### src/hw/rtl/pmct_pkg.sv
// ----------------------------------------------------------------------------
// pmct_pkg
// Shared types and constants for the PS/2 mouse cursor tracker.
// ----------------------------------------------------------------------------
package pmct_pkg;

    // Field widths fixed by the external format
    localparam int BYTE_W      = 8;
    localparam int BOUND_W     = 13;
    localparam int OUT_COORD_W = 12;
    localparam int BTN_W       = 3;

    // Default coordinate register width
    localparam int COORD_BITS_DEFAULT = 12;

    // Bound registers after reset
    localparam logic [BOUND_W-1:0] WIDTH_RESET  = 13'd1024;
    localparam logic [BOUND_W-1:0] HEIGHT_RESET = 13'd768;

    // Configuration register indexes
    localparam logic CFG_WIDTH_BOUND  = 1'b0;
    localparam logic CFG_HEIGHT_BOUND = 1'b1;

    // First-byte flag masks
    localparam logic [BYTE_W-1:0] OVERFLOW_MASK = 8'hC0;
    localparam logic [BYTE_W-1:0] SYNC_MASK     = 8'h08;
    localparam logic [BYTE_W-1:0] BUTTON_MASK   = 8'h07;

    // Speed-up threshold on |dx|+|dy|
    localparam int ACCEL_LIMIT = 8;

    // One assembled three-byte packet
    typedef struct packed {
        logic [BYTE_W-1:0] flags;
        logic [BYTE_W-1:0] dx;
        logic [BYTE_W-1:0] dy;
    } t_packet;

    // Configuration write request
    typedef struct packed {
        logic               we;
        logic               idx;
        logic [BOUND_W-1:0] data;
    } t_cfg_write;

endpackage

### src/hw/rtl/pmct_byte_if.sv
// ----------------------------------------------------------------------------
// pmct_byte_if
// Byte stream channel from the PS/2 receiver: valid, ready, one raw byte.
// ----------------------------------------------------------------------------
interface pmct_byte_if;
    import pmct_pkg::*;

    logic              valid;
    logic              ready;
    logic [BYTE_W-1:0] raw_byte;

    modport source (output valid, output raw_byte, input ready);
    modport sink   (input valid, input raw_byte, output ready);
endinterface

### src/hw/rtl/pmct_cursor_if.sv
// ----------------------------------------------------------------------------
// pmct_cursor_if
// Cursor result channel: valid, ready, position and button state.
// ----------------------------------------------------------------------------
interface pmct_cursor_if;
    import pmct_pkg::*;

    logic                   valid;
    logic                   ready;
    logic [OUT_COORD_W-1:0] cursor_x;
    logic [OUT_COORD_W-1:0] cursor_y;
    logic [BTN_W-1:0]       buttons;

    modport source (output valid, output cursor_x, output cursor_y, output buttons,
                    input ready);
    modport sink   (input valid, input cursor_x, input cursor_y, input buttons,
                    output ready);
endinterface

### src/hw/rtl/pmct_assembler.sv
// ----------------------------------------------------------------------------
// pmct_assembler
// Groups incoming bytes into three-byte packets held in a packet register.
// ----------------------------------------------------------------------------
module pmct_assembler (
    input  logic              i_clk,
    input  logic              i_rst_n,
    input  logic              i_byte_valid,
    output logic              o_byte_ready,
    input  logic [pmct_pkg::BYTE_W-1:0] i_raw_byte,
    output logic              o_pkt_valid,
    input  logic              i_pkt_ready,
    output pmct_pkg::t_packet o_pkt
);
    import pmct_pkg::*;

    localparam logic [1:0] PH_FIRST  = 2'd0;
    localparam logic [1:0] PH_SECOND = 2'd1;
    localparam logic [1:0] PH_THIRD  = 2'd2;

    logic [1:0]        r_phase;
    logic [1:0]        n_phase;
    logic [BYTE_W-1:0] r_hold [2];
    logic              r_pkt_valid;
    logic              n_pkt_valid;
    t_packet           r_pkt;
    logic              byte_take;
    logic              pkt_take;
    logic              pkt_done;

    // Accept a byte unless a finished packet is stuck
    assign pkt_take     = r_pkt_valid && i_pkt_ready;
    assign o_byte_ready = !r_pkt_valid || i_pkt_ready;
    assign byte_take    = i_byte_valid && o_byte_ready;
    assign pkt_done     = byte_take && (r_phase == PH_THIRD);

    // Advance the byte phase
    always_comb begin
        n_phase = r_phase;
        if (byte_take) begin
            case (r_phase)
                PH_FIRST:  n_phase = PH_SECOND;
                PH_SECOND: n_phase = PH_THIRD;
                default:   n_phase = PH_FIRST;
            endcase
        end
    end

    // Hold the packet until the motion stage takes it
    always_comb begin
        n_pkt_valid = r_pkt_valid;
        if (pkt_take) begin
            n_pkt_valid = 1'b0;
        end
        if (pkt_done) begin
            n_pkt_valid = 1'b1;
        end
    end

    always_ff @(posedge i_clk) begin
        if (!i_rst_n) begin
            r_phase     <= PH_FIRST;
            r_pkt_valid <= 1'b0;
        end else begin
            r_phase     <= n_phase;
            r_pkt_valid <= n_pkt_valid;
        end
    end

    // Store the first two bytes and launch the packet on the third
    always_ff @(posedge i_clk) begin
        if (byte_take && r_phase == PH_FIRST) begin
            r_hold[0] <= i_raw_byte;
        end
        if (byte_take && r_phase == PH_SECOND) begin
            r_hold[1] <= i_raw_byte;
        end
        if (pkt_done) begin
            r_pkt.flags <= r_hold[0];
            r_pkt.dx    <= r_hold[1];
            r_pkt.dy    <= i_raw_byte;
        end
    end

    assign o_pkt_valid = r_pkt_valid;
    assign o_pkt       = r_pkt;
endmodule

### src/hw/rtl/pmct_motion.sv
// ----------------------------------------------------------------------------
// pmct_motion
// Checks a packet, moves and clamps the cursor, and registers the result.
// ----------------------------------------------------------------------------
module pmct_motion #(
    parameter int COORD_BITS = pmct_pkg::COORD_BITS_DEFAULT
) (
    input  logic                 i_clk,
    input  logic                 i_rst_n,
    input  pmct_pkg::t_cfg_write i_cfg,
    input  logic                 i_pkt_valid,
    output logic                 o_pkt_ready,
    input  pmct_pkg::t_packet    i_pkt,
    output logic                 o_res_valid,
    input  logic                 i_res_ready,
    output logic [pmct_pkg::OUT_COORD_W-1:0] o_cursor_x,
    output logic [pmct_pkg::OUT_COORD_W-1:0] o_cursor_y,
    output logic [pmct_pkg::BTN_W-1:0]       o_buttons
);
    import pmct_pkg::*;

    // Wide enough for the bound register, 2^COORD_BITS and position +/- 256
    localparam int BASE_W = (COORD_BITS + 1 > BOUND_W) ? COORD_BITS + 1 : BOUND_W;
    localparam int CALC_W = BASE_W + 2;
    localparam logic [CALC_W-1:0] SPAN = CALC_W'(1) << COORD_BITS;

    // Clip a bound register to [1, 2^COORD_BITS]
    function automatic logic [CALC_W-1:0] eff_bound(input logic [BOUND_W-1:0] bound);
        logic [CALC_W-1:0] b;
        b = CALC_W'(bound);
        if (b == '0) begin
            b = CALC_W'(1);
        end
        if (b > SPAN) begin
            b = SPAN;
        end
        return b;
    endfunction

    // Clamp a moved coordinate into [0, bound-1]
    function automatic logic [COORD_BITS-1:0] clamp_coord(
        input logic signed [CALC_W-1:0] v,
        input logic [BOUND_W-1:0]       bound
    );
        logic [CALC_W-1:0] b;
        logic [CALC_W-1:0] r;
        b = eff_bound(bound);
        if (v < 0) begin
            r = '0;
        end else if ($unsigned(v) >= b) begin
            r = b - CALC_W'(1);
        end else begin
            r = $unsigned(v);
        end
        return r[COORD_BITS-1:0];
    endfunction

    localparam logic [COORD_BITS-1:0] POS_X_RESET =
        COORD_BITS'(eff_bound(WIDTH_RESET) >> 1);
    localparam logic [COORD_BITS-1:0] POS_Y_RESET =
        COORD_BITS'(eff_bound(HEIGHT_RESET) >> 1);

    logic [BOUND_W-1:0]     r_width_bound;
    logic [BOUND_W-1:0]     r_height_bound;
    logic [COORD_BITS-1:0]  r_pos_x;
    logic [COORD_BITS-1:0]  r_pos_y;
    logic                   r_res_valid;
    logic [OUT_COORD_W-1:0] r_cursor_x;
    logic [OUT_COORD_W-1:0] r_cursor_y;
    logic [BTN_W-1:0]       r_buttons;

    logic                     pkt_take;
    logic                     pkt_good;
    logic signed [CALC_W-1:0] dx_raw;
    logic signed [CALC_W-1:0] dy_raw;
    logic [CALC_W-1:0]        mag;
    logic signed [CALC_W-1:0] dx_s;
    logic signed [CALC_W-1:0] dy_s;
    logic signed [CALC_W-1:0] sum_x;
    logic signed [CALC_W-1:0] sum_y;
    logic [COORD_BITS-1:0]    n_pos_x;
    logic [COORD_BITS-1:0]    n_pos_y;
    logic [CALC_W-1:0]        ext_x;
    logic [CALC_W-1:0]        ext_y;

    // Take a packet whenever the result register is free or draining
    assign o_pkt_ready = !r_res_valid || i_res_ready;
    assign pkt_take    = i_pkt_valid && o_pkt_ready;
    assign pkt_good    = ((i_pkt.flags & OVERFLOW_MASK) == '0)
                      && ((i_pkt.flags & SYNC_MASK) != '0);

    // Deltas: y negated, doubled above the speed-up threshold
    always_comb begin
        dx_raw = CALC_W'($signed(i_pkt.dx));
        dy_raw = -CALC_W'($signed(i_pkt.dy));
        mag    = $unsigned(dx_raw < 0 ? -dx_raw : dx_raw)
               + $unsigned(dy_raw < 0 ? -dy_raw : dy_raw);
        if (mag > CALC_W'(ACCEL_LIMIT)) begin
            dx_s = dx_raw <<< 1;
            dy_s = dy_raw <<< 1;
        end else begin
            dx_s = dx_raw;
            dy_s = dy_raw;
        end
        sum_x   = $signed(CALC_W'(r_pos_x)) + dx_s;
        sum_y   = $signed(CALC_W'(r_pos_y)) + dy_s;
        n_pos_x = clamp_coord(sum_x, r_width_bound);
        n_pos_y = clamp_coord(sum_y, r_height_bound);
        ext_x   = CALC_W'(n_pos_x);
        ext_y   = CALC_W'(n_pos_y);
    end

    // Bounds, position and result valid; a bound write recentres its axis
    always_ff @(posedge i_clk) begin
        if (!i_rst_n) begin
            r_width_bound  <= WIDTH_RESET;
            r_height_bound <= HEIGHT_RESET;
            r_pos_x        <= POS_X_RESET;
            r_pos_y        <= POS_Y_RESET;
            r_res_valid    <= 1'b0;
        end else begin
            if (r_res_valid && i_res_ready) begin
                r_res_valid <= 1'b0;
            end
            if (i_cfg.we) begin
                case (i_cfg.idx)
                    CFG_WIDTH_BOUND: begin
                        r_width_bound <= i_cfg.data;
                        r_pos_x       <= COORD_BITS'(eff_bound(i_cfg.data) >> 1);
                    end
                    CFG_HEIGHT_BOUND: begin
                        r_height_bound <= i_cfg.data;
                        r_pos_y        <= COORD_BITS'(eff_bound(i_cfg.data) >> 1);
                    end
                    default: begin
                    end
                endcase
            end else if (pkt_take && pkt_good) begin
                r_pos_x     <= n_pos_x;
                r_pos_y     <= n_pos_y;
                r_res_valid <= 1'b1;
            end
        end
    end

    // Load the result payload
    always_ff @(posedge i_clk) begin
        if (pkt_take && pkt_good) begin
            r_cursor_x <= ext_x[OUT_COORD_W-1:0];
            r_cursor_y <= ext_y[OUT_COORD_W-1:0];
            r_buttons  <= BTN_W'(i_pkt.flags & BUTTON_MASK);
        end
    end

    assign o_res_valid = r_res_valid;
    assign o_cursor_x  = r_cursor_x;
    assign o_cursor_y  = r_cursor_y;
    assign o_buttons   = r_buttons;
endmodule

### src/hw/rtl/ps2_mouse_cursor_tracker.sv
// ----------------------------------------------------------------------------
// ps2_mouse_cursor_tracker
// Decodes three-byte PS/2 mouse packets and tracks a clamped cursor.
// ----------------------------------------------------------------------------
// Throughput: one byte per cycle unless the cursor output stalls, set by the
//   single packet register between the byte assembler and the motion stage.
// Path: the third byte fills the packet register, then the result register.
// Reset: byte phase cleared, bounds 1024 x 768, cursor at the bound centres,
//   no result pending. Packets with overflow set or no sync bit give no result.
module ps2_mouse_cursor_tracker #(
    parameter int COORD_BITS = pmct_pkg::COORD_BITS_DEFAULT
) (
    input  logic                         i_clk,
    input  logic                         i_rst_n,
    pmct_byte_if.sink                    i_byte,
    pmct_cursor_if.source                o_cursor,
    input  logic                         i_cfg_we,
    input  logic                         i_cfg_idx,
    input  logic [pmct_pkg::BOUND_W-1:0] i_cfg_data
);
    import pmct_pkg::*;

    t_cfg_write cfg;
    t_packet    pkt;
    logic       pkt_valid;
    logic       pkt_ready;

    // Bundle the configuration write
    assign cfg.we   = i_cfg_we;
    assign cfg.idx  = i_cfg_idx;
    assign cfg.data = i_cfg_data;

    pmct_assembler u_assembler (
        .i_clk        (i_clk),
        .i_rst_n      (i_rst_n),
        .i_byte_valid (i_byte.valid),
        .o_byte_ready (i_byte.ready),
        .i_raw_byte   (i_byte.raw_byte),
        .o_pkt_valid  (pkt_valid),
        .i_pkt_ready  (pkt_ready),
        .o_pkt        (pkt)
    );

    pmct_motion #(
        .COORD_BITS (COORD_BITS)
    ) u_motion (
        .i_clk       (i_clk),
        .i_rst_n     (i_rst_n),
        .i_cfg       (cfg),
        .i_pkt_valid (pkt_valid),
        .o_pkt_ready (pkt_ready),
        .i_pkt       (pkt),
        .o_res_valid (o_cursor.valid),
        .i_res_ready (o_cursor.ready),
        .o_cursor_x  (o_cursor.cursor_x),
        .o_cursor_y  (o_cursor.cursor_y),
        .o_buttons   (o_cursor.buttons)
    );
endmodule
### src/flat_wrapper.sv
// flat-port wrapper written by rule: the top's interface ports become plain ports
module ps2_mouse_cursor_tracker_flat import pmct_pkg::*;
#(
    parameter int COORD_BITS = pmct_pkg::COORD_BITS_DEFAULT
)
  (i_clk, i_rst_n, i_cfg_we, i_cfg_idx, i_cfg_data, i_byte_valid, i_byte_raw_byte, i_byte_ready, o_cursor_valid, o_cursor_cursor_x, o_cursor_cursor_y, o_cursor_buttons, o_cursor_ready);
  pmct_byte_if i_byte_i ();
  pmct_cursor_if o_cursor_i ();
  input  logic i_clk;
  input  logic i_rst_n;
  input  logic i_cfg_we;
  input  logic i_cfg_idx;
  input  logic [pmct_pkg::BOUND_W-1:0] i_cfg_data;
  input wire logic [$bits(i_byte_i.valid)-1:0] i_byte_valid;
  input wire logic [$bits(i_byte_i.raw_byte)-1:0] i_byte_raw_byte;
  output wire logic [$bits(i_byte_i.ready)-1:0] i_byte_ready;
  output wire logic [$bits(o_cursor_i.valid)-1:0] o_cursor_valid;
  output wire logic [$bits(o_cursor_i.cursor_x)-1:0] o_cursor_cursor_x;
  output wire logic [$bits(o_cursor_i.cursor_y)-1:0] o_cursor_cursor_y;
  output wire logic [$bits(o_cursor_i.buttons)-1:0] o_cursor_buttons;
  input wire logic [$bits(o_cursor_i.ready)-1:0] o_cursor_ready;
  assign i_byte_i.valid = i_byte_valid;
  assign i_byte_i.raw_byte = i_byte_raw_byte;
  assign i_byte_ready = i_byte_i.ready;
  assign o_cursor_valid = o_cursor_i.valid;
  assign o_cursor_cursor_x = o_cursor_i.cursor_x;
  assign o_cursor_cursor_y = o_cursor_i.cursor_y;
  assign o_cursor_buttons = o_cursor_i.buttons;
  assign o_cursor_i.ready = o_cursor_ready;
  ps2_mouse_cursor_tracker #(.COORD_BITS(COORD_BITS)) u_core (.i_clk(i_clk), .i_rst_n(i_rst_n), .i_byte(i_byte_i), .o_cursor(o_cursor_i), .i_cfg_we(i_cfg_we), .i_cfg_idx(i_cfg_idx), .i_cfg_data(i_cfg_data));
endmodule
### config.mk
export PLATFORM = sky130hd
export DESIGN_NAME = ps2_mouse_cursor_tracker_flat
export DESIGN_NICKNAME = d
export VERILOG_FILES = /design/src/hw/rtl/pmct_pkg.sv /design/src/hw/rtl/pmct_byte_if.sv /design/src/hw/rtl/pmct_cursor_if.sv /design/src/hw/rtl/pmct_assembler.sv /design/src/hw/rtl/pmct_motion.sv /design/src/hw/rtl/ps2_mouse_cursor_tracker.sv /design/src/flat_wrapper.sv
export SDC_FILE = /design/constraint.sdc
export NUM_CORES = 1
export LEC_CHECK = 0
export ABC_AREA = 0
export BUFFER_PORTS_ARGS = -buffer_cell sky130_fd_sc_hd__buf_2
export CAP_MARGIN = 20
export CORE_ASPECT_RATIO = 0.9
export CORE_MARGIN = 3
export CORE_UTILIZATION = 28
export CTS_BUF_LIST = sky130_fd_sc_hd__clkbuf_8
export CTS_CLUSTER_SIZE = 28
export DETAILED_ROUTE_END_ITERATION = 16
export SYNTH_ARGS = -nofsm -noshare
export SYNTH_HDL_FRONTEND = slang
export SYNTH_SLANG_ARGS = --single-unit
export TNS_END_PERCENT = 30
### constraint.sdc
create_clock -name i_clk -period 7.4 [get_ports i_clk]
set_clock_uncertainty 0.15 [all_clocks]
set_input_delay 0.37 -clock i_clk [delete_from_list [all_inputs] [get_ports i_clk]]
set_output_delay 0.37 -clock i_clk [all_outputs]
set_load 0.1 [all_outputs]
After elaboration in Yosys (flattened, before gate mapping):

Memories as Yosys holds them, arrays and structs flattened. A register that Yosys moved wholly into a read port is not among the register bits.
Cells that the tools add are included.

* add/sub/neg operators: 8
* reductions and logical operators: 24
* magnitude comparators: 11
* eq/ne operators: 4
* multiplexer cells: 40
* bitwise operators: 1

Operators by type and width (number)
* 15-bit two-way mux: 9
* 12-bit two-way mux: 10
* 13-bit two-way mux: 7
* 13-bit zero test: 3
* 15-bit by 13-bit greater-or-equal comparator with 1-bit output: 2
* 15-bit by 13-bit > comparator with 1-bit output, second input constant: 2
* 15-bit by 1-bit < comparator with 1-bit output, second input constant: 2
* 8-bit negator with 15-bit output: 2
* 13-bit > comparator, second input constant: 2
* 12-bit by 1-bit subtractor with 12-bit output, second input constant: 2
* 8-bit two-way mux: 2
* 13-bit by 15-bit adder with 15-bit output: 1
* 15-bit adder: 1
* 15-bit by 4-bit > comparator with 1-bit output, second input constant: 1
* 15-bit negator: 1
* 13-bit by 9-bit adder with 14-bit output: 1
* 14-bit by 1-bit < comparator with 1-bit output, second input constant: 1
* 1-bit two-way mux: 11
* 1-bit logical AND: 8
* 8-bit zero test: 1
* 8-bit by 1-bit < comparator with 1-bit output, second input constant: 1
* 2-bit AND reduction: 4
* 8-bit OR reduction: 1
* 2-bit one-hot mux with 2 select lines: 1
* other kinds (9): 12

* flip-flop bits (word level): 89
* memory bits (writable): 16
* memories: 1

Memories
* u_core.u_assembler.r_hold: words 2, bits a word 8, rd ports 2, clocked after memory_dff 2, write ports 1, RTL line pmct_assembler.sv:23 `logic [BYTE_W-1:0] r_hold [2];`

Longest topological paths before layout:

Gate-level depths: netlist (run 1).

* depth in word-level cells: 12
* mapped depth: 41
* mapped depth without buffers: 36

Cells and area by module:

From an unflattened synthesis (run 1), not the netlist that was laid out.

* cells, all modules: 955
* area total of the unflattened synthesis: 8558.2 µm²

By module, submodules not included
* pmct_motion: cells each 898, seq. area each 1831.8 µm², times used 1, area each 7184.4 µm²
* pmct_assembler: cells each 57, seq. area each 1261.2 µm², times used 1, area each 1373.8 µm²

Worst setup path before layout (run 1):

Ideal clock, no wire load.

* kind: flip-flop to flip-flop
* start: reg u_core.u_assembler.r_pkt, in the netlist u_core.u_assembler.o_pkt[0]
* end: reg u_core.u_motion.r_pos_x[8]
* arrival: 7.255 ns
* setup time: 0.118 ns
* required time: 7.132 ns
* stages on the path, launching flop included: 41
* path slack: -0.123 ns
* cell sequence: edfxtp_1 > inv_1 > ha_1 > nand2_1 > nor2_1 > or2_2 > clkbuf_1 > nor2_1 > xor2_1 > inv_1 > fa_1 > nor2b_1 > a2bb2oi_1 > o32a_1 > nor3_1 > o2111a_1 > nand3_2 > clkbuf_1 > (+5 left out) > nor2b_1 > o21ai_0 > a21boi_0 > o21ai_0 > a21oi_1 > a21o_1 > a21o_1 > a21oi_1 > o21bai_1 > xor2_1 > ha_1 > o2111a_1 > a221o_1 > clkbuf_1 > clkbuf_1 > mux2i_1 > o21ai_0 > o2111a_1

* word-level cells in the longest chain between the ends: 12
* elaborated cells on any way between the ends: 14

Ends and longest elaborated chain
* from (decl): RTL line pmct_assembler.sv:26 `t_packet r_pkt;`
* 8-bit negator with 15-bit output (*): RTL line pmct_motion.sv:95 `dy_raw = -CALC_W'($signed(i_pkt.dy));`
* 15-bit negator / 15-bit by 1-bit < comparator with 1-bit output (equally long branches): RTL line pmct_motion.sv:97 `+ $unsigned(dy_raw < 0 ? -dy_raw : dy_raw);`
* 15-bit two-way mux (*): RTL line pmct_motion.sv:97
* 15-bit adder (*): RTL line pmct_motion.sv:97
* 15-bit by 4-bit > comparator with 1-bit output (*): RTL line pmct_motion.sv:98 `if (mag > CALC_W'(ACCEL_LIMIT)) begin`
* 8-bit two-way mux (*): RTL line pmct_motion.sv:98
* 13-bit by 9-bit adder with 14-bit output (*): RTL line pmct_motion.sv:105 `sum_x = $signed(CALC_W'(r_pos_x)) + dx_s;`
* 15-bit by 13-bit greater-or-equal comparator with 1-bit output: RTL line pmct_motion.sv:50 `end else if ($unsigned(v) >= b) begin`
* 12-bit two-way mux: RTL line pmct_motion.sv:50
* 12-bit two-way mux (*): RTL line pmct_motion.sv:48 `if (v < 0) begin`
* 12-bit two-way mux (*): RTL line pmct_motion.sv:138 `end else if (pkt_take && pkt_good) begin`
* 12-bit two-way mux (*): RTL line pmct_motion.sv:125 `if (i_cfg.we) begin`
* to (signal assigned): RTL line pmct_motion.sv:129 `r_pos_x <= COORD_BITS'(eff_bound(i_cfg.data) >> 1);`
* to (signal assigned): RTL line pmct_motion.sv:139 `r_pos_x <= n_pos_x;`
* to (decl): RTL line pmct_motion.sv:65 `logic [COORD_BITS-1:0] r_pos_x;`

Mark *: on every way between the ends. The rest lies on a longest branch, timed or not. The select of a mux whose other input is x is not followed.
A chain may end at the register's enable or synchronous reset.

Worst setup path in the final report (run 1):

* start: reg u_core.u_assembler.r_pkt, in the netlist u_core.u_assembler.o_pkt[2]
* end: reg u_core.u_motion.r_pos_x[11]

* word-level cells in the longest chain between the ends: 12
* elaborated cells on any way between the ends: 14

Ends and longest elaborated chain
* 8-bit negator with 15-bit output (*): RTL line pmct_motion.sv:95
* 15-bit negator / 15-bit by 1-bit < comparator with 1-bit output (equally long branches): RTL line pmct_motion.sv:97
* 15-bit two-way mux (*): RTL line pmct_motion.sv:97
* 15-bit adder (*): RTL line pmct_motion.sv:97
* 15-bit by 4-bit > comparator with 1-bit output (*): RTL line pmct_motion.sv:98
* 8-bit two-way mux (*): RTL line pmct_motion.sv:98
* 13-bit by 9-bit adder with 14-bit output (*): RTL line pmct_motion.sv:105
* 15-bit by 13-bit greater-or-equal comparator with 1-bit output: RTL line pmct_motion.sv:50
* 12-bit two-way mux: RTL line pmct_motion.sv:50
* 12-bit two-way mux (*): RTL line pmct_motion.sv:48
* named net u_core.u_motion.ext_x[11]: RTL line pmct_motion.sv:83 `logic [CALC_W-1:0] ext_x;`
* 12-bit two-way mux (*): RTL line pmct_motion.sv:138
* 12-bit two-way mux (*): RTL line pmct_motion.sv:125

The timed path passes the listed nets; every way through them passes the cells marked *. The select of a mux whose other input is x is not followed.

==> results of run 1 <==
[through the flow]
step	setup slack, ns	TNS, ns	cell area (um2)	power [W]
after floorplan	0.0383	0	8450	0.000996
after global placement	-0.133	-0.868	9510	0.00112
after detailed placement	-0.197	-3.49	9510	0.00112
after CTS	0.0166	0	10100	0.00175
after global routing	-0.233	-6.97	10600	0.00188
final	0.154	0	10600	0.00178
[synth_stat cells (9+ instances only)]
library cell  count
nand2_1         138
ha_1             75
o21ai_0          72
nor2_1           70
edfxtp_1         63
dfxtp_1          54
inv_1            47
a21oi_1          42
clkbuf_1         39
a21boi_0         28
xnor2_1          28
nor3_1           27
nor2b_1          20
xor2_1           20
nand3_1          19
nand2b_1         18
o21a_1           18
a31oi_1          16
a21o_1           13
mux2i_1          10
nor4_1           10
mux2_2            9
[metal layers]
metal	global-route usage, %	routed length [um]
met5	0	0
met4	3.72	405
met3	3.01	1070
met2	23.4	10900
met1	20.9	12200
[what timing repair did]
| action | 4_1_cts | 5_1_grt |
|---|---|---|
| pin swaps | 6 | 56 |
| gates resized for setup | 15 | 87 |
| buffers inserted | 1 | 15 |
| endpoints found under the hold margin | 22 | 0 |
| gates cloned | 0 | 2 |
| setup endpoints to repair | 46 | 48 |
| hold buffers | 8 | 0 |
[state kept, by name (all words and copies together) (netlist names)]
signal	count
u_core.u_motion.r_pos_x	12
u_core.u_assembler.r_hold	14
u_core.u_motion.o_cursor_y	12
u_core.u_motion.o_res_valid	1
u_core.u_motion.r_pos_y	12
u_core.u_motion.o_buttons	3
u_core.u_motion.o_cursor_x	12
u_core.u_assembler.r_phase	2
u_core.u_assembler.o_pkt	22
u_core.u_motion.r_width_bound	13
u_core.u_assembler.o_pkt_valid	1
u_core.u_motion.r_height_bound	13
[worst paths after layout]
check                                      end  slack, ns  cells past startpoint
max                u_core.u_motion.r_pos_x[11]       0.15                     37
min          u_core.u_motion.r_height_bound[0]       0.06                      3
max reg2reg        u_core.u_motion.r_pos_x[11]       0.15                     37
min reg2reg       u_core.u_assembler.o_pkt[16]       0.27                      0
[cell type report]
type	count	area [um2]
fillers	3088	18700
clock buffers	17	234
multi-input cells	775	5520
well taps	396	495
flip-flops and latches	117	2970
repair buffers	141	970
clock inverters	15	180
inverters	47	176
[worst max-delay path: cells and delay by family (launching register included)]
kind	cells	cell delay [ns]
compound gates	15	2.77
simple gates	11	1.54
fa+ha+maj	4	1.33
buf+inv	5	0.63
flops	1	0.45
xor+xnor	2	0.32
[power breakdown]
group | total [W] | leakage [nW] | internal [W] | switching (W)
registers | 0.000730 | 1.02 | 0.000710 | 0.0000201
logic | 0.000434 | 3.04 | 0.000191 | 0.000243
clock network | 0.000620 | 0.208 | 0.000335 | 0.000285
[cells by family after synthesis]
logic type                 Yosys count  synth area share (%)
muxes                               21                  2.75
buffers and inverters               90                  4.06
adders and majority gates           78                  11.9
AOI/OAI and AO/OA                  270                  21.5
xor gates and xnor gates            48                  5.00
other                                1                0.0446
DFF                                117                  35.3
and+or+nand+nor                    347                  19.4
==> results.md, run 1 <==
- Status: finished clean
- NumNets Final: between 1,000 and 1,500
- Pwr dens: around 170 mW/mm2
- # placed instances: approximately 1,500
- Synth area leader: edfxtp_1
- Die width: around 190 um
- Share of the synthesized area in the top cell type: around 22%
- Yosys cell types: just over 70
- FF+latch count, synth: roughly 120
- Worst-path clk slew: 0.07 ns
- Most used cell, CP: nor2_4
- Peak supply drop: roughly 0.12 mV
- # diodes: 0
- Final Cycle Share: a little over nine tenths
- Worst relative slew slack: approximately a third
- Vias in the first global route: 7,049
- Fmax: ~140 MHz
- Initial core utilization: roughly 29%
- Cts bufs inserted: 17
- Clock Sinks: approximately 120
- Post-synthesis sequential area ratio: a little over a third
- DIE AREA: approximately 0.032 mm2
- # IOs: 56
- RSZ-0062 raised after global routing: true
- Non-Filler Instances: 1,508
- CP endpoint kind: flip-flop
- Worst-Margin Slew: ~1.0 ns
- TritonCTS clock tree: built
- Number of failing hold endpoints at the final stage: 0
- Die Ht: about 170 um
- Crit-path max cell delay: 0.52 ns
- DRC Markers: 0
- Clock Tree Buf Depth: 2
- Fin crit period: 7.25 ns
- Leak: 4.27 nW
- Synth Cell Area: roughly 0.0084 mm2
- Final GP Congestion: approximately 0.95
- Row Count: 59
- Mean Syn Cell Area: just under 9 um2
- Core Box Area: 0.0292 mm2
- Global Route Usage Sum: 14.9%
- Async set or reset register ratio after synthesis: 0%
- Post-synth EDFFs: 63
- DR WL/cell: about 16 um
- Maxcap violations: 0
- Latest clock arrival within the worst-skew pair: 0.46 ns
- Vias: 7,545
- CP arrival: 7.48 ns
- Initial DRC Count: between 400 and 500
- Highest-count cells in the layout ignoring fill and taps: 135 x nand2_1, 68 x buf_4, 67 x ha_1
- Layout cells sized above 1: 23.7%
- Max FO, Critical Path: 8
- Commonest non-fill, non-tap cell in the layout: nand2_1
- FF-to-FF Start: u_core.u_assembler.o_pkt[2]
- Final core occ: a little over a third
- Synth area leaders: edfxtp_1 22%, dfxtp_1 13%, ha_1 11%
- CP max-delay cell: fa_2
- Clock Tree Root: clkbuf_8
- First-pass DRT Iterations: 5
- Largest net degree at the start of global routing: 56
- Post-detail-place hpwl: approximately 18,000 um
- Worst hold path class: in2reg
- Ys flop type: edfxtp_1
- Area Overhead vs Synth: 25.5%
- First-pass GRT wire length: about 38,000 um
- Ys Warns: 0
- Worst hold path startpoint: i_cfg_data[0]
- H-Tree Depth: 4
- Detail Route Antenna Nets: 0
- Cells after Synth: roughly 1,000
- Startpoint Class: flip-flop
- Post-Route WL: approximately 25,000 um
- Via density: around 5
- Initial antenna violation count: 0
- Worst EP required: 7.64 ns
- PortBufs: 55
- Hold slack: 0.0625 ns
- Crit path launch: u_core.u_assembler.o_pkt[2]
- Final setup vio count: 0
- Fin. max-slew vios: 0
- GR Overflow Total: 0
- CP Class: reg2reg
Power figures use the tool's default switching activity.
==> run 2, diff against run 1 <==
SYNTH_HIERARCHICAL = 1   (was unset)
==> run 2 against run 1 <==
Against the previous run:
- die area up 0.32%
- worst hold slack worse by 0.015 ns
- critical path depth is 3 lower
- register-to-register slack got worse by 0.07 ns
==> results.md, run 2 <==
- Post-Route WL: 24,200 um
- CP endpoint kind: flip-flop
- Leak: 4.24 nW
- Clock Tree Root: clkbuf_8
- Placed cell areas: around 0.0096 mm2
- Synth Cell Area: about 0.0084 mm2
- H-Tree Depth: 4
- Initial DRC Count: ~500
- Worst EP required: approximately 7.6 ns
- Final setup vio count: 0
- Max FO, Critical Path: 8
- GR Overflow Total: 0
- Highest-count cells in the layout ignoring fill and taps: 136 x nand2_1, 74 x buf_4, 68 x ha_1
- Largest register FFs: 22
- RSZ-0062 raised after global routing: true
- Fill count: 3,019
- Fin crit period: around 7.3 ns
- Worst hold path class: in2reg
- DRC Markers: 0
- Mean Syn Cell Area: between 8 and 9 um2
- DR WL/cell: 16.2 um
- Largest net degree at the start of global routing: 63
- Vias in the first global route: between 6,000 and 7,000
- Clock Sinks: 117
- Startpoint Class: flip-flop
- # IOs: between 50 and 60
- Worst relative slew slack: 31.5%
- Worst-Margin Slew: 1.02 ns
- Core Box Area: ~0.03 mm2
- Pwr dens: roughly 180 mW/mm2
- PortBufs: 55
- # diodes: 0
- Final GP Congestion: approximately 0.9
- Cts bufs inserted: 17
- Fin. max-slew vios: 0
- Post-detail-place hpwl: 18,100 um
- Row Count: 59
- Die width: roughly 190 um
- Number of failing hold endpoints at the final stage: 0
- Vias: between 7,000 and 8,000
- Final design area excluding fillers: between 0.01 and 0.015 mm2
- Via density: between 5 and 6
- CP max-delay cell: edfxtp_1
- DIE AREA: 0.0323 mm2
- Layout cells sized above 1: 23.2%
- Non-Filler Instances: ~1,500
- Global Route Usage Sum: roughly 15%
- First-pass GRT wire length: 37,700 um
- First-pass DRT Iterations: 5
- Status: finished clean
- # placed instances: 1,442
- Die Ht: ~170 um
- Area Overhead vs Synth: 24.7%
- Initial antenna violation count: 0
- Cells after Synth: between 900 and 1,000
- Fmax: ~140 MHz
- Peak supply drop: around 0.095 mV
- CP arrival: roughly 7.6 ns
- Detail Route Antenna Nets: 0
- TritonCTS clock tree: built
- Crit-path max cell delay: ~0.42 ns
- Ys Warns: 6
- Worst-path clk slew: ~0.080 ns
- NumNets Final: approximately 1,200
- CP Class: reg2reg
- Maxcap violations: 0
- Initial core utilization: about 29%
- Clock Tree Buf Depth: 2
- Final Cycle Share: 98.9%
- Latest clock arrival within the worst-skew pair: around 0.45 ns
- Commonest non-fill, non-tap cell in the layout: nand2_1
==> run 2: worst max-delay path, delay by kind of cell (launching register included) <==
kind | cells | cell delay (ns)
buffers and inverters | 4 | 0.67
xor gates and xnor gates | 3 | 0.62
and+or+nand+nor | 10 | 1.71
adders and majority gates | 4 | 0.94
AOI/OAI and AO/OA | 10 | 1.86
DFF | 1 | 0.42
muxes | 3 | 0.88
==> run 2: metrics by stage <==
| step | utilization (%) | worst slack, ns | hold slack [ns] | power (W) | TNS (ns) |
|---|---|---|---|---|---|
| floorplan | - | 0.00497 | 0.250 | 0.00108 | 0 |
| global placement | 32.8 | -0.114 | 0.252 | 0.00125 | -0.408 |
| detailed placement | 32.8 | -0.339 | 0.255 | 0.00126 | -5.58 |
| CTS | 34.7 | 0.00411 | 0.0101 | 0.00189 | 0 |
| global route | 35.9 | -0.267 | 0.0391 | 0.00203 | -7.90 |
| finish | 35.9 | 0.0848 | 0.0479 | 0.00192 | 0 |
==> run 2: cell type report <==
| cell class | count | area, um2 | share of cell area [%] |
|---|---|---|---|
| clock buffer | 17 | 234 | 2.22 |
| clock inverter | 15 | 169 | 1.61 |
| inverter | 35 | 131 | 1.25 |
| multi-input combinational | 772 | 5520 | 52.4 |
| sequential | 117 | 2970 | 28.2 |
| tap | 396 | 495 | 4.71 |
| timing repair buffer | 144 | 1000 | 9.55 |
==> run 2: report_power, final <==
group          total (W)  internal [W]  switching, W  leakage [nW]
Combinational   0.000569      0.000260      0.000309          3.02
Clock           0.000611      0.000307      0.000304         0.198
Sequential      0.000742      0.000717     0.0000253          1.02
==> run 2: metal layers <==
| layer | GRT usage, % | wire length, um | vias up |
|---|---|---|---|
| li1 | - | - | 3743 |
| met1 | 20.6 | 11600 | 3562 |
| met2 | 23.5 | 11100 | 154 |
| met3 | 2.48 | 1040 | 29 |
| met4 | 4.34 | 425 | 0 |
| met5 | 0 | 0 | - |
==> run 2: path summary, 6_finish.rpt <==
check,from,end,slack (ns),depth (start not counted)
max,u_core/u_assembler/o_pkt[1],u_core/u_motion/r_pos_x[2],0.08,34
min,i_cfg_data[0],u_core/u_motion/r_width_bound[0],0.05,3
max reg2reg,u_core/u_assembler/o_pkt[1],u_core/u_motion/r_pos_x[2],0.08,34
min reg2reg,u_core/u_assembler/r_hold[0][9],u_core/u_assembler/o_pkt[9],0.27,0
==> run 2: timing repair <==
item | in CTS | in global routing
hold buffers | 7 | 1
pin swaps | 3 | 40
buffers inserted | 3 | 9
hold endpoints to repair | 19 | 1
resized for setup | 14 | 64
gates cloned | 0 | 1
setup endpoints to repair | 38 | 48
